File: src/hdl/rbes_pkg.sv
// Shared types, constants and helper functions for the BCD RTC epoch converter.
`default_nettype none

package rbes_pkg;

    localparam int COUNTER_WIDTH_DEF = 32;

    localparam int BIN_W  = 8;
    localparam int DAYS_W = 19;
    localparam int TOD_W  = 20;
    localparam int SDAY_W = 17;
    localparam int PROD_W = DAYS_W + SDAY_W + 1;

    localparam logic [7:0]        TPS_RESET   = 8'd100;
    localparam logic [7:0]        YEAR_OFFSET = 8'd30;   // 2000 - 1970
    localparam logic [SDAY_W-1:0] SECS_DAY    = 17'd86400;

    localparam logic OP_LOAD = 1'b0;
    localparam logic OP_TICK = 1'b1;

    typedef struct packed {
        logic             valid;
        logic             op;
        logic [BIN_W-1:0] sec;
        logic [BIN_W-1:0] min;
        logic [BIN_W-1:0] hour;
        logic [BIN_W-1:0] day;
        logic [BIN_W-1:0] mon;
        logic [BIN_W-1:0] years;  // years since 1970
    } t_s1;

    typedef struct packed {
        logic                     valid;
        logic                     op;
        logic                     bad;
        logic signed [DAYS_W-1:0] days;
        logic [TOD_W-1:0]         tod;
    } t_s2;

    // No digit check: 0xFF gives 165
    function automatic logic [BIN_W-1:0] bcd_to_bin(input logic [7:0] b);
        logic [BIN_W-1:0] hi;
        hi = {4'b0, b[7:4]};
        return {4'b0, b[3:0]} + (hi << 3) + (hi << 1);
    endfunction

    // Days before each month, February counted as 29 days
    function automatic logic [8:0] days_before_month(input logic [3:0] idx);
        logic [8:0] d;
        case (idx)
            4'd0:    d = 9'd0;
            4'd1:    d = 9'd31;
            4'd2:    d = 9'd60;
            4'd3:    d = 9'd91;
            4'd4:    d = 9'd121;
            4'd5:    d = 9'd152;
            4'd6:    d = 9'd182;
            4'd7:    d = 9'd213;
            4'd8:    d = 9'd244;
            4'd9:    d = 9'd274;
            4'd10:   d = 9'd305;
            4'd11:   d = 9'd335;
            default: d = 9'd0;
        endcase
        return d;
    endfunction

endpackage

`default_nettype wire

File: src/hdl/rtc_bcd_to_epoch_seconds_clock.sv
// An item passes through the decode, date and commit stages, each of which is registered.
// Throughput: one item per cycle; all stages hold together while the result is not taken.
// The counters are updated in the commit stage, so back-to-back ticks and loads never conflict.
// Reset (synchronous, active low): counters and prescaler cleared, ticks_per_second = 100,
// pipeline emptied.
`default_nettype none

module rtc_bcd_to_epoch_seconds_clock #(
    parameter int COUNTER_WIDTH = rbes_pkg::COUNTER_WIDTH_DEF
) (
    input  wire logic         i_clk,
    input  wire logic         i_rst_n,
    input  wire logic         i_in_valid,
    output logic              o_in_ready,
    input  wire logic         i_operation,
    input  wire logic [7:0]   i_bcd_second,
    input  wire logic [7:0]   i_bcd_minute,
    input  wire logic [7:0]   i_bcd_hour,
    input  wire logic [7:0]   i_bcd_day,
    input  wire logic [7:0]   i_bcd_month,
    input  wire logic [7:0]   i_bcd_year,
    input  wire logic         i_cfg_valid,
    output logic              o_cfg_ready,
    input  wire logic [7:0]   i_cfg_data,
    output logic              o_out_valid,
    input  wire logic         i_out_ready,
    output logic [31:0]       o_epoch_seconds,
    output logic [31:0]       o_tick_count,
    output logic              o_bad_date
);
    import rbes_pkg::*;

    logic w_adv;
    t_s1  w_s1;
    t_s2  w_s2;

    // whole pipeline moves when the result register is empty or being drained
    assign w_adv      = !o_out_valid || i_out_ready;
    assign o_in_ready = w_adv;

    rbes_decode u_decode (
        .i_clk        (i_clk),
        .i_rst_n      (i_rst_n),
        .i_adv        (w_adv),
        .i_valid      (i_in_valid),
        .i_operation  (i_operation),
        .i_bcd_second (i_bcd_second),
        .i_bcd_minute (i_bcd_minute),
        .i_bcd_hour   (i_bcd_hour),
        .i_bcd_day    (i_bcd_day),
        .i_bcd_month  (i_bcd_month),
        .i_bcd_year   (i_bcd_year),
        .o_s1         (w_s1)
    );

    rbes_date u_date (
        .i_clk   (i_clk),
        .i_rst_n (i_rst_n),
        .i_adv   (w_adv),
        .i_s1    (w_s1),
        .o_s2    (w_s2)
    );

    rbes_counter #(
        .COUNTER_WIDTH (COUNTER_WIDTH)
    ) u_counter (
        .i_clk           (i_clk),
        .i_rst_n         (i_rst_n),
        .i_adv           (w_adv),
        .i_s2            (w_s2),
        .i_cfg_valid     (i_cfg_valid),
        .o_cfg_ready     (o_cfg_ready),
        .i_cfg_data      (i_cfg_data),
        .o_out_valid     (o_out_valid),
        .o_epoch_seconds (o_epoch_seconds),
        .o_tick_count    (o_tick_count),
        .o_bad_date      (o_bad_date)
    );

endmodule

`default_nettype wire

File: src/hdl/rbes_decode.sv
// Input stage: BCD to binary decode into the input register.
`default_nettype none

module rbes_decode (
    input  wire logic          i_clk,
    input  wire logic          i_rst_n,
    input  wire logic          i_adv,
    input  wire logic          i_valid,
    input  wire logic          i_operation,
    input  wire logic [7:0]    i_bcd_second,
    input  wire logic [7:0]    i_bcd_minute,
    input  wire logic [7:0]    i_bcd_hour,
    input  wire logic [7:0]    i_bcd_day,
    input  wire logic [7:0]    i_bcd_month,
    input  wire logic [7:0]    i_bcd_year,
    output rbes_pkg::t_s1      o_s1
);
    import rbes_pkg::*;

    logic             r_valid;
    logic             r_op;
    logic [BIN_W-1:0] r_sec;
    logic [BIN_W-1:0] r_min;
    logic [BIN_W-1:0] r_hour;
    logic [BIN_W-1:0] r_day;
    logic [BIN_W-1:0] r_mon;
    logic [BIN_W-1:0] r_years;

    always_ff @(posedge i_clk) begin
        if (!i_rst_n) begin
            r_valid <= 1'b0;
        end else if (i_adv) begin
            r_valid <= i_valid;
        end
    end

    always_ff @(posedge i_clk) begin
        if (i_adv) begin
            r_op    <= i_operation;
            r_sec   <= bcd_to_bin(i_bcd_second);
            r_min   <= bcd_to_bin(i_bcd_minute);
            r_hour  <= bcd_to_bin(i_bcd_hour);
            r_day   <= bcd_to_bin(i_bcd_day);
            r_mon   <= bcd_to_bin(i_bcd_month);
            // max 165 + 30 still fits in 8 bits
            r_years <= bcd_to_bin(i_bcd_year) + YEAR_OFFSET;
        end
    end

    always_comb begin
        o_s1.valid = r_valid;
        o_s1.op    = r_op;
        o_s1.sec   = r_sec;
        o_s1.min   = r_min;
        o_s1.hour  = r_hour;
        o_s1.day   = r_day;
        o_s1.mon   = r_mon;
        o_s1.years = r_years;
    end

endmodule

`default_nettype wire

File: src/hdl/rbes_date.sv
// Date stage: day count since 1970 and seconds within the day.
`default_nettype none

module rbes_date (
    input  wire logic          i_clk,
    input  wire logic          i_rst_n,
    input  wire logic          i_adv,
    input  wire rbes_pkg::t_s1 i_s1,
    output rbes_pkg::t_s2      o_s2
);
    import rbes_pkg::*;

    logic [16:0]       s_year_days;
    logic [8:0]        s_yp1;
    logic [8:0]        s_dbm;
    logic              s_adj;
    logic              s_bad;
    logic [DAYS_W-1:0] s_days;
    logic [TOD_W-1:0]  s_tod;

    logic                     r_valid;
    logic                     r_op;
    logic                     r_bad;
    logic signed [DAYS_W-1:0] r_days;
    logic [TOD_W-1:0]         r_tod;

    always_comb begin
        s_year_days = 17'(i_s1.years) * 17'd365;
        s_yp1       = {1'b0, i_s1.years} + 9'd1;
        s_dbm       = days_before_month(i_s1.mon[3:0] - 4'd1);
        // drop Feb 29 from March on outside leap years
        s_adj       = (i_s1.mon > 8'd2) && (i_s1.years[1:0] != 2'd2);
        s_bad       = (i_s1.mon == 8'd0) || (i_s1.mon > 8'd12);
        // true value lies in ~11k .. ~72k, so the wrapped sum reads right as signed
        s_days      = DAYS_W'(s_year_days) + DAYS_W'(s_yp1[8:2]) + DAYS_W'(s_dbm)
                    + DAYS_W'(i_s1.day) - DAYS_W'(s_adj) - DAYS_W'(1);
        s_tod       = TOD_W'(i_s1.hour) * TOD_W'(3600) + TOD_W'(i_s1.min) * TOD_W'(60)
                    + TOD_W'(i_s1.sec);
    end

    always_ff @(posedge i_clk) begin
        if (!i_rst_n) begin
            r_valid <= 1'b0;
        end else if (i_adv) begin
            r_valid <= i_s1.valid;
        end
    end

    always_ff @(posedge i_clk) begin
        if (i_adv) begin
            r_op   <= i_s1.op;
            r_bad  <= s_bad;
            r_days <= signed'(s_days);
            r_tod  <= s_tod;
        end
    end

    always_comb begin
        o_s2.valid = r_valid;
        o_s2.op    = r_op;
        o_s2.bad   = r_bad;
        o_s2.days  = r_days;
        o_s2.tod   = r_tod;
    end

endmodule

`default_nettype wire

File: src/hdl/rbes_counter.sv
// Commit stage: seconds/tick counters, prescaler, config register, result register.
`default_nettype none

module rbes_counter #(
    parameter int COUNTER_WIDTH = rbes_pkg::COUNTER_WIDTH_DEF
) (
    input  wire logic          i_clk,
    input  wire logic          i_rst_n,
    input  wire logic          i_adv,
    input  wire rbes_pkg::t_s2 i_s2,
    input  wire logic          i_cfg_valid,
    output logic               o_cfg_ready,
    input  wire logic [7:0]    i_cfg_data,
    output logic               o_out_valid,
    output logic [31:0]        o_epoch_seconds,
    output logic [31:0]        o_tick_count,
    output logic               o_bad_date
);
    import rbes_pkg::*;

    logic signed [PROD_W-1:0] s_prod;
    logic [COUNTER_WIDTH-1:0] s_load;
    logic [7:0]               s_pre_inc;
    logic                     s_commit;

    logic [COUNTER_WIDTH-1:0] r_sec, n_sec;
    logic [COUNTER_WIDTH-1:0] r_tick, n_tick;
    logic [7:0]               r_pre, n_pre;
    logic                     n_bad;
    logic [7:0]               r_tps;
    logic                     r_out_valid;
    logic [31:0]              r_out_sec;
    logic [31:0]              r_out_tick;
    logic                     r_out_bad;

    assign o_cfg_ready = 1'b1;
    assign s_commit    = i_adv && i_s2.valid;

    always_comb begin
        s_prod    = PROD_W'(i_s2.days) * PROD_W'(signed'({1'b0, SECS_DAY}));
        s_load    = COUNTER_WIDTH'(s_prod) + COUNTER_WIDTH'(i_s2.tod);
        s_pre_inc = r_pre + 8'd1;

        n_sec  = r_sec;
        n_tick = r_tick;
        n_pre  = r_pre;
        n_bad  = 1'b0;
        if (i_s2.op == OP_TICK) begin
            n_tick = r_tick + COUNTER_WIDTH'(1);
            // a setting of zero matches on the 8-bit wrap
            if (s_pre_inc == r_tps) begin
                n_sec = r_sec + COUNTER_WIDTH'(1);
                n_pre = 8'd0;
            end else begin
                n_pre = s_pre_inc;
            end
        end else if (i_s2.bad) begin
            n_bad = 1'b1;
        end else begin
            n_sec  = s_load;
            n_tick = '0;
            n_pre  = 8'd0;
        end
    end

    always_ff @(posedge i_clk) begin
        if (!i_rst_n) begin
            r_sec       <= '0;
            r_tick      <= '0;
            r_pre       <= 8'd0;
            r_tps       <= TPS_RESET;
            r_out_valid <= 1'b0;
        end else begin
            if (i_cfg_valid) begin
                r_tps <= i_cfg_data;
            end
            if (s_commit) begin
                r_sec  <= n_sec;
                r_tick <= n_tick;
                r_pre  <= n_pre;
            end
            if (i_adv) begin
                r_out_valid <= i_s2.valid;
            end
        end
    end

    always_ff @(posedge i_clk) begin
        if (i_adv) begin
            r_out_sec  <= n_sec[31:0];
            r_out_tick <= n_tick[31:0];
            r_out_bad  <= n_bad;
        end
    end

    assign o_out_valid     = r_out_valid;
    assign o_epoch_seconds = r_out_sec;
    assign o_tick_count    = r_out_tick;
    assign o_bad_date      = r_out_bad;

`ifndef SYNTHESIS
    a_reset_clears_out: assert property (@(posedge i_clk)
        !i_rst_n |=> !r_out_valid)
        else $error("result valid set after reset");

    a_bad_holds_state: assert property (@(posedge i_clk) disable iff (!i_rst_n)
        s_commit && i_s2.op == OP_LOAD && i_s2.bad |=>
            r_sec == $past(r_sec) && r_tick == $past(r_tick) && r_pre == $past(r_pre))
        else $error("bad date load changed counter state");

    a_tick_counts: assert property (@(posedge i_clk) disable iff (!i_rst_n)
        s_commit && i_s2.op == OP_TICK |=> r_tick == $past(r_tick) + COUNTER_WIDTH'(1))
        else $error("tick did not advance tick counter");

    a_load_clears: assert property (@(posedge i_clk) disable iff (!i_rst_n)
        s_commit && i_s2.op == OP_LOAD && !i_s2.bad |=> r_tick == '0 && r_pre == 8'd0)
        else $error("good load did not clear tick counter and prescaler");

    a_out_matches_state: assert property (@(posedge i_clk) disable iff (!i_rst_n)
        s_commit |=> r_out_valid && r_out_sec == r_sec[31:0] && r_out_tick == r_tick[31:0])
        else $error("result register disagrees with counters");
`endif

endmodule

`default_nettype wire
File: config.mk
export PLATFORM = sky130hd
export DESIGN_NAME = rtc_bcd_to_epoch_seconds_clock
export DESIGN_NICKNAME = d
export VERILOG_FILES = /design/src/hdl/rbes_pkg.sv /design/src/hdl/rtc_bcd_to_epoch_seconds_clock.sv /design/src/hdl/rbes_decode.sv /design/src/hdl/rbes_date.sv /design/src/hdl/rbes_counter.sv
export SDC_FILE = /design/constraint.sdc
export NUM_CORES = 1
export LEC_CHECK = 0
export BUFFER_PORTS_ARGS = -buffer_cell sky130_fd_sc_hd__buf_4
export CORE_MARGIN = 4
export CORE_UTILIZATION = 60
export CTS_BUF_LIST = sky130_fd_sc_hd__clkbuf_8
export CTS_CLUSTER_SIZE = 30
export DETAILED_ROUTE_END_ITERATION = 10
export PLACE_DENSITY = 0.82
export SLEW_MARGIN = 20
export SYNTH_ARGS = -nofsm -noshare
export SYNTH_HDL_FRONTEND = slang
export SYNTH_SLANG_ARGS = --single-unit
File: constraint.sdc
create_clock -name i_clk -period 8.2 [get_ports i_clk]
set_input_delay 0.82 -clock i_clk [delete_from_list [all_inputs] [get_ports i_clk]]
set_output_delay 0.82 -clock i_clk [all_outputs]
set_load 0.05 [all_outputs]
Yosys cells after proc, flatten, opt, wreduce, memory -nomap -nowiden:

Memory sizes are Yosys's and may differ from the RTL's.
Cells that the tools add are included.

* register bits after elaboration: 238
* memory bits (read-only): 144
* input port bits: 62
* output and inout bits: 68
* logic and storage cells: 73
* memories kept: 1

* add/subtract/negate cells: 26
* multipliers: 4
* $lt $le $gt $ge: 2
* eq/ne operators: 3
* mux-type cells: 9
* reduce and logical (&&, ||, !) cells: 7

Memory list
* (name not given): words 16, width 9, read ports 1, clocked after memory_dff 0, wr ports 0, line rbes_pkg.sv:50 `case (idx)`

Operator list (count)
* 2-to-1 mux 32 bit: 5
* adder 32 x 1 -> 32 bit (second input constant): 2
* adder 4 x 7 -> 8 bit: 6
* adder 8 x 5 -> 8 bit: 6
* adder 32 x 20 -> 32 bit: 1
* multiplier 19 x 11 -> 25 bit (second input constant): 1
* 2-to-1 mux 8 bit: 3
* adder 20 x 14 -> 20 bit: 1
* adder 20 x 8 -> 20 bit: 1
* adder 19 x 8 -> 19 bit: 1
* adder 19 x 9 -> 19 bit: 1
* subtractor 19 x 1 -> 19 bit: 1
* subtractor 19 x 1 -> 19 bit (second input constant): 1
* adder 17 x 7 -> 18 bit: 1
* multiplier 8 x 9 -> 17 bit (second input constant): 1
* multiplier 8 x 8 -> 16 bit (second input constant): 1
* multiplier 8 x 4 -> 12 bit (second input constant): 1
* adder 8 x 1 -> 9 bit (second input constant): 1
* adder 8 x 1 -> 8 bit (second input constant): 1
* adder 8 x 5 -> 8 bit (second input constant): 1
* == test 8 bit: 1
* greater-than comparator 8 x 2 -> 1 bit (second input constant): 1
* greater-than comparator 8 x 4 -> 1 bit (second input constant): 1
* zero test 8 bit: 1
* 8 further kinds: 10

Logic depth before layout (Yosys ltp):

* depth in word-level cells: 6
* depth in mapped cells: 28
* gate-level depth less buffers: 28

Modules after synthesis:

A second synthesis with hierarchy kept.

* cell total of the unflattened synthesis: 2238
* area, all modules: 21336.7 um^2

By module, submodules not included
* rbes_counter: times used 1, cells each 1273, area each 11175.7 um^2, seq. area each 3573.4 um^2
* rbes_date: times used 1, cells each 742, area each 7219.4 um^2, seq. area each 1251.2 um^2
* rbes_decode: times used 1, cells each 222, area each 2935.3 um^2, seq. area each 1491.4 um^2
* rtc_bcd_to_epoch_seconds_clock: times used 1, cells each 1, area each 6.3 um^2, seq. area each 0.0 um^2

Worst setup path before layout:

No wires, ideal clock.

* path type: input to register
* start: input i_out_ready
* end: register u_counter.r_sec[27]
* setup time: 0.119 ns
* data arrival time: 7.159 ns
* required time: 8.081 ns
* slack: 0.922 ns
* stages on the path: 5
* buffers on the path: 1
* cell sequence: nand2b_1 > clkbuf_1 > nand2_1 > or3_1 > o221a_1

* cells in the longest elaborated chain, start to end: 2

Ends and longest elaborated chain
* from (decl): line rtc_bcd_to_epoch_seconds_clock.sv:26 `input wire logic i_out_ready,`
* logical OR 1 bit: line rtc_bcd_to_epoch_seconds_clock.sv:38 `assign w_adv = !o_out_valid || i_out_ready;`
* net o_in_ready: line rtc_bcd_to_epoch_seconds_clock.sv:14 `output logic o_in_ready,`
* logical AND 1 bit: line rbes_counter.sv:37 `assign s_commit = i_adv && i_s2.valid;`
* to (signal assigned): line rbes_counter.sv:78 `r_sec <= n_sec;`
* to (decl): line rbes_counter.sv:26 `logic [COUNTER_WIDTH-1:0] r_sec, n_sec;`

The timed path passes the listed nets, and every way through them passes these cells.
A chain may end at the register's enable or synchronous reset.

Final worst setup path:

* start: register u_decode.r_years[0]
* end: register u_date.r_days[18], data pin

* cells in the longest elaborated chain, start to end: 6
* elaborated cells between the ends (all ways): 9
* those cells by class: 6 x add/sub; 1 x mul; 1 x eq/ne; 1 x reduce/logical

Ends and longest elaborated chain
* from (decl): line rbes_decode.sv:27 `logic [BIN_W-1:0] r_years;`
* from (signal assigned): line rbes_decode.sv:46 `r_years <= bcd_to_bin(i_bcd_year) + YEAR_OFFSET;`
* multiplier 8 x 9 -> 17 bit or adder 8 x 1 -> 9 bit (tied branches): line rbes_date.sv:28, rbes_date.sv:29
* adder 17 x 7 -> 18 bit: line rbes_date.sv:35 `s_days = DAYS_W'(s_year_days) + DAYS_W'(s_yp1[8:2]) + DAYS_W'(s_dbm)`
* adder 19 x 9 -> 19 bit: line rbes_date.sv:35
* adder 19 x 8 -> 19 bit: line rbes_date.sv:36 `+ DAYS_W'(i_s1.day) - DAYS_W'(s_adj) - DAYS_W'(1);`
* subtractor 19 x 1 -> 19 bit * (2 in a row): line rbes_date.sv:36
* net u_date.s_days[18]: line rbes_date.sv:18 `logic [DAYS_W-1:0] s_days;`
* to (signal assigned): line rbes_date.sv:53 `r_days <= signed'(s_days);`
* to (decl): line rbes_date.sv:24 `logic signed [DAYS_W-1:0] r_days;`

Mark *: on every way through the listed nets, which the timed path passes. The rest lies on a longest branch.

==> metrics.txt <==
global-route wire length before repair 69000 um; Max FO, Critical Path 9; Synth warnings 0; critical setup path kind reg2reg; drc violations 0; minimum clock period after layout 7.00 ns; met1 Use GR 0.269; RePlAce Congestion 0.890; worst-margin pin slew 0.946 ns; reg-to-reg slack, setup 1.20 ns; Synth Instances 2133; CTS tree done; pin count of the biggest net entering global routing 78; drt wl/cell 14.6 um; FF-to-FF End u_date.r_days[18]; syn avg cell area 9.75 um^2; hold path startpoint i_bcd_day[0]; mapped cell area 20800 um^2; Setup Total Neg Slack 0 ns; Die Wd 194 um; CP Capture Type flip-flop; post-CTS setup buffers 0; GRT Overall Usage 0.213; Final period util 0.853; post-layout util 0.678; Detailed Route WL 40000 um; via/cell ratio 5.54; met2 Track Usage GR 0.374; I/O pin total 130; Data required, critical path 8.55 ns; clk_lat worst skew 0.60 ns; total number of vias 15100; CP startpoint kind flip-flop; CTS Hold Buffers Added 0; Layout Area Growth over Synthesis 10.4%; final slew viol count 0; count of final setup violators 0; fin nets 2749; met3 Usage GRT 0.0421; number of global-route vias before repair 15300; height of the die 194 um; die area 37700 um^2; Post-synth EDFFs 155; Resized Gates After CTS 0; H-tree depth 2; grt ovf 0; CORE AREA 33900 um^2; RSZ-0062 raised after global routing false; root buf cell clkbuf_8; clock sink count 238; ys async rst share 0; register bit total from synthesis 238; Hold Path Class in2reg; sequential area share after synthesis 0.304; busiest grt layer met2; std cell rows 67; library cells used by synthesis 91; share of post-route cells with drive strength above 1 0.104; Reg2Reg Depth 26; fillcell total 2599; Ant. Diodes 0; CTS max path bufs 3; Routed Antenna Nets 0; port buffer count 128; TritonCTS Buffers 42; Clk pin slew, worst setup/hold paths 0.06 ns; Reg-to-Reg Start u_decode.r_years[0]; clk_skew 0.0228 ns; hold path depth 1; synthesized net count 2626; DP HPWL 31100 um; effective utilization at floorplan 0.614; DRT iter0 DRCs 639; Final Hold Viols 0; initial antenna violation count 0; Critical Path AT 7.35 ns; Hold EP u_decode.r_day[0]; Max-slew headroom 0.369; Synth Flop Type edfxtp_1; fmax 143 MHz; outcome finished, final reports clean; Pre-antenna DRT Iters 5; max cap viols 0
==> how the worst max path moves through the flow <==
stage                   startpoint                  end  slack (ns)  cells past startpoint
2_1_floorplan          i_out_ready  u_counter.r_sec[27]        0.92                      5
3_3_place_gp   u_decode.r_years[1]    u_date.r_days[18]        1.36                     28
3_5_place_dp   u_decode.r_years[0]    u_date.r_days[18]        1.20                     26
4_1_cts        u_decode.r_years[0]    u_date.r_days[18]        1.16                     26
5_1_grt        u_decode.r_years[0]    u_date.r_days[18]        0.72                     28
6_report       u_decode.r_years[0]    u_date.r_days[18]        1.20                     26
==> cell usage after synthesis (all sizes together), types with 18 or more instances <==
master	instances	share of area
and3	18	0.0054
xnor2	109	0.046
nor2	158	0.029
inv	309	0.056
clkbuf	43	0.0078
o21a	20	0.0072
nand3	52	0.014
nor2b	26	0.0082
a211oi	27	0.010
fa	116	0.11
edfxtp	155	0.22
o21ai	61	0.015
nor3	55	0.014
nand2	137	0.025
ha	315	0.19
a21o	42	0.015
xor2	48	0.020
mux2i	34	0.016
nand4	18	0.0064
dfxtp	83	0.080
a21oi	132	0.032
==> per-layer routing <==
layer	vias up	wire length [um]
met5	-	0
met4	0	826
met3	73	2040
met2	325	20000
met1	7143	17100
li1	7605	-
==> registers in the layout, summed over array words and instances (netlist names), 8 cells and up <==
signal                     cells
u_counter.r_tps                8
u_counter.o_epoch_seconds     32
u_counter.r_pre                8
u_counter.r_tick              32
u_decode.r_mon                 8
u_date.r_tod                  20
u_decode.r_hour                8
u_counter.o_tick_count        32
u_date.r_days                 19
u_decode.r_years               8
u_decode.r_sec                 8
u_decode.r_min                 8
u_counter.r_sec               32
u_decode.r_day                 8
==> cell type report <==
class,count,area [um^2],share of cell area
multi-input cells,1530,13100,0.571
flip-flops and latches,238,6320,0.275
inverters,309,1160,0.0505
repair buffers,135,1010,0.0441
clock buffers,42,578,0.0252
well taps,448,561,0.0244
clock inverters,33,228,0.00991
==> cell usage in the layout (no fill, tap or decap), types with 34 or more instances in the layout <==
| cell | n |
|---|---|
| clkbuf_8 | 42 |
| ha_1 | 315 |
| mux2i_1 | 34 |
| dfxtp_1 | 83 |
| inv_1 | 319 |
| edfxtp_1 | 155 |
| nor2_1 | 156 |
| xor2_1 | 48 |
| a21oi_1 | 131 |
| xnor2_1 | 109 |
| fa_1 | 116 |
| a21o_1 | 42 |
| buf_4 | 135 |
| nand2_1 | 136 |
| nand3_1 | 49 |
| nor3_1 | 53 |
| o21ai_0 | 53 |
==> worst max-delay path, stage by stage, from the launching register on <==
cell and delay, ns:
edfxtp_1 0.58, and3_1 0.27, nand2_1 0.09, xnor2_1 0.21
fa_1 0.45, ha_1 0.30, ha_1 0.27, inv_1 0.05
fa_1 0.52, inv_1 0.04, ha_1 0.21, fa_1 0.41
a21o_1 0.20, a21oi_1 0.21, xnor2_1 0.15, ha_1 0.26
fa_1 0.54, inv_1 0.05, ha_1 0.22, a21o_1 0.19
a21oi_1 0.21, o21ai_0 0.13, a41o_1 0.25, o41ai_2 0.41
o2111ai_1 0.20, a21oi_1 0.22, xnor2_1 0.08
==> per-stage QoR <==
| step | worst slack (ns) | instance area [um^2] | std cells | hold WS [ns] |
|---|---|---|---|---|
| 3_3_place_gp | 1.36 | 22200 | 2660 | 0.410 |
| 6_report | 1.20 | 23000 | 2735 | 0.391 |
| 2_1_floorplan | 0.922 | 20800 | 2133 | 0.400 |
| 5_1_grt | 0.725 | 23000 | 2735 | 0.352 |
| 4_1_cts | 1.16 | 23000 | 2735 | 0.338 |
| 3_5_place_dp | 1.20 | 22200 | 2660 | 0.414 |
==> logic make-up after synthesis <==
group,Yosys count,synth area share
multiplexers,39,0.0191
AND/OR/NAND/NOR,519,0.121
buffers and inverters,365,0.0665
adder cells (fa/ha/maj),431,0.301
AO/OA/AOI/OAI,383,0.122
XOR/XNOR,157,0.0661
other,1,0.000180
flip-flops,238,0.304
Power is not shown: default switching activity piles up to over one toggle a cycle in this logic, so the estimate is an artifact.
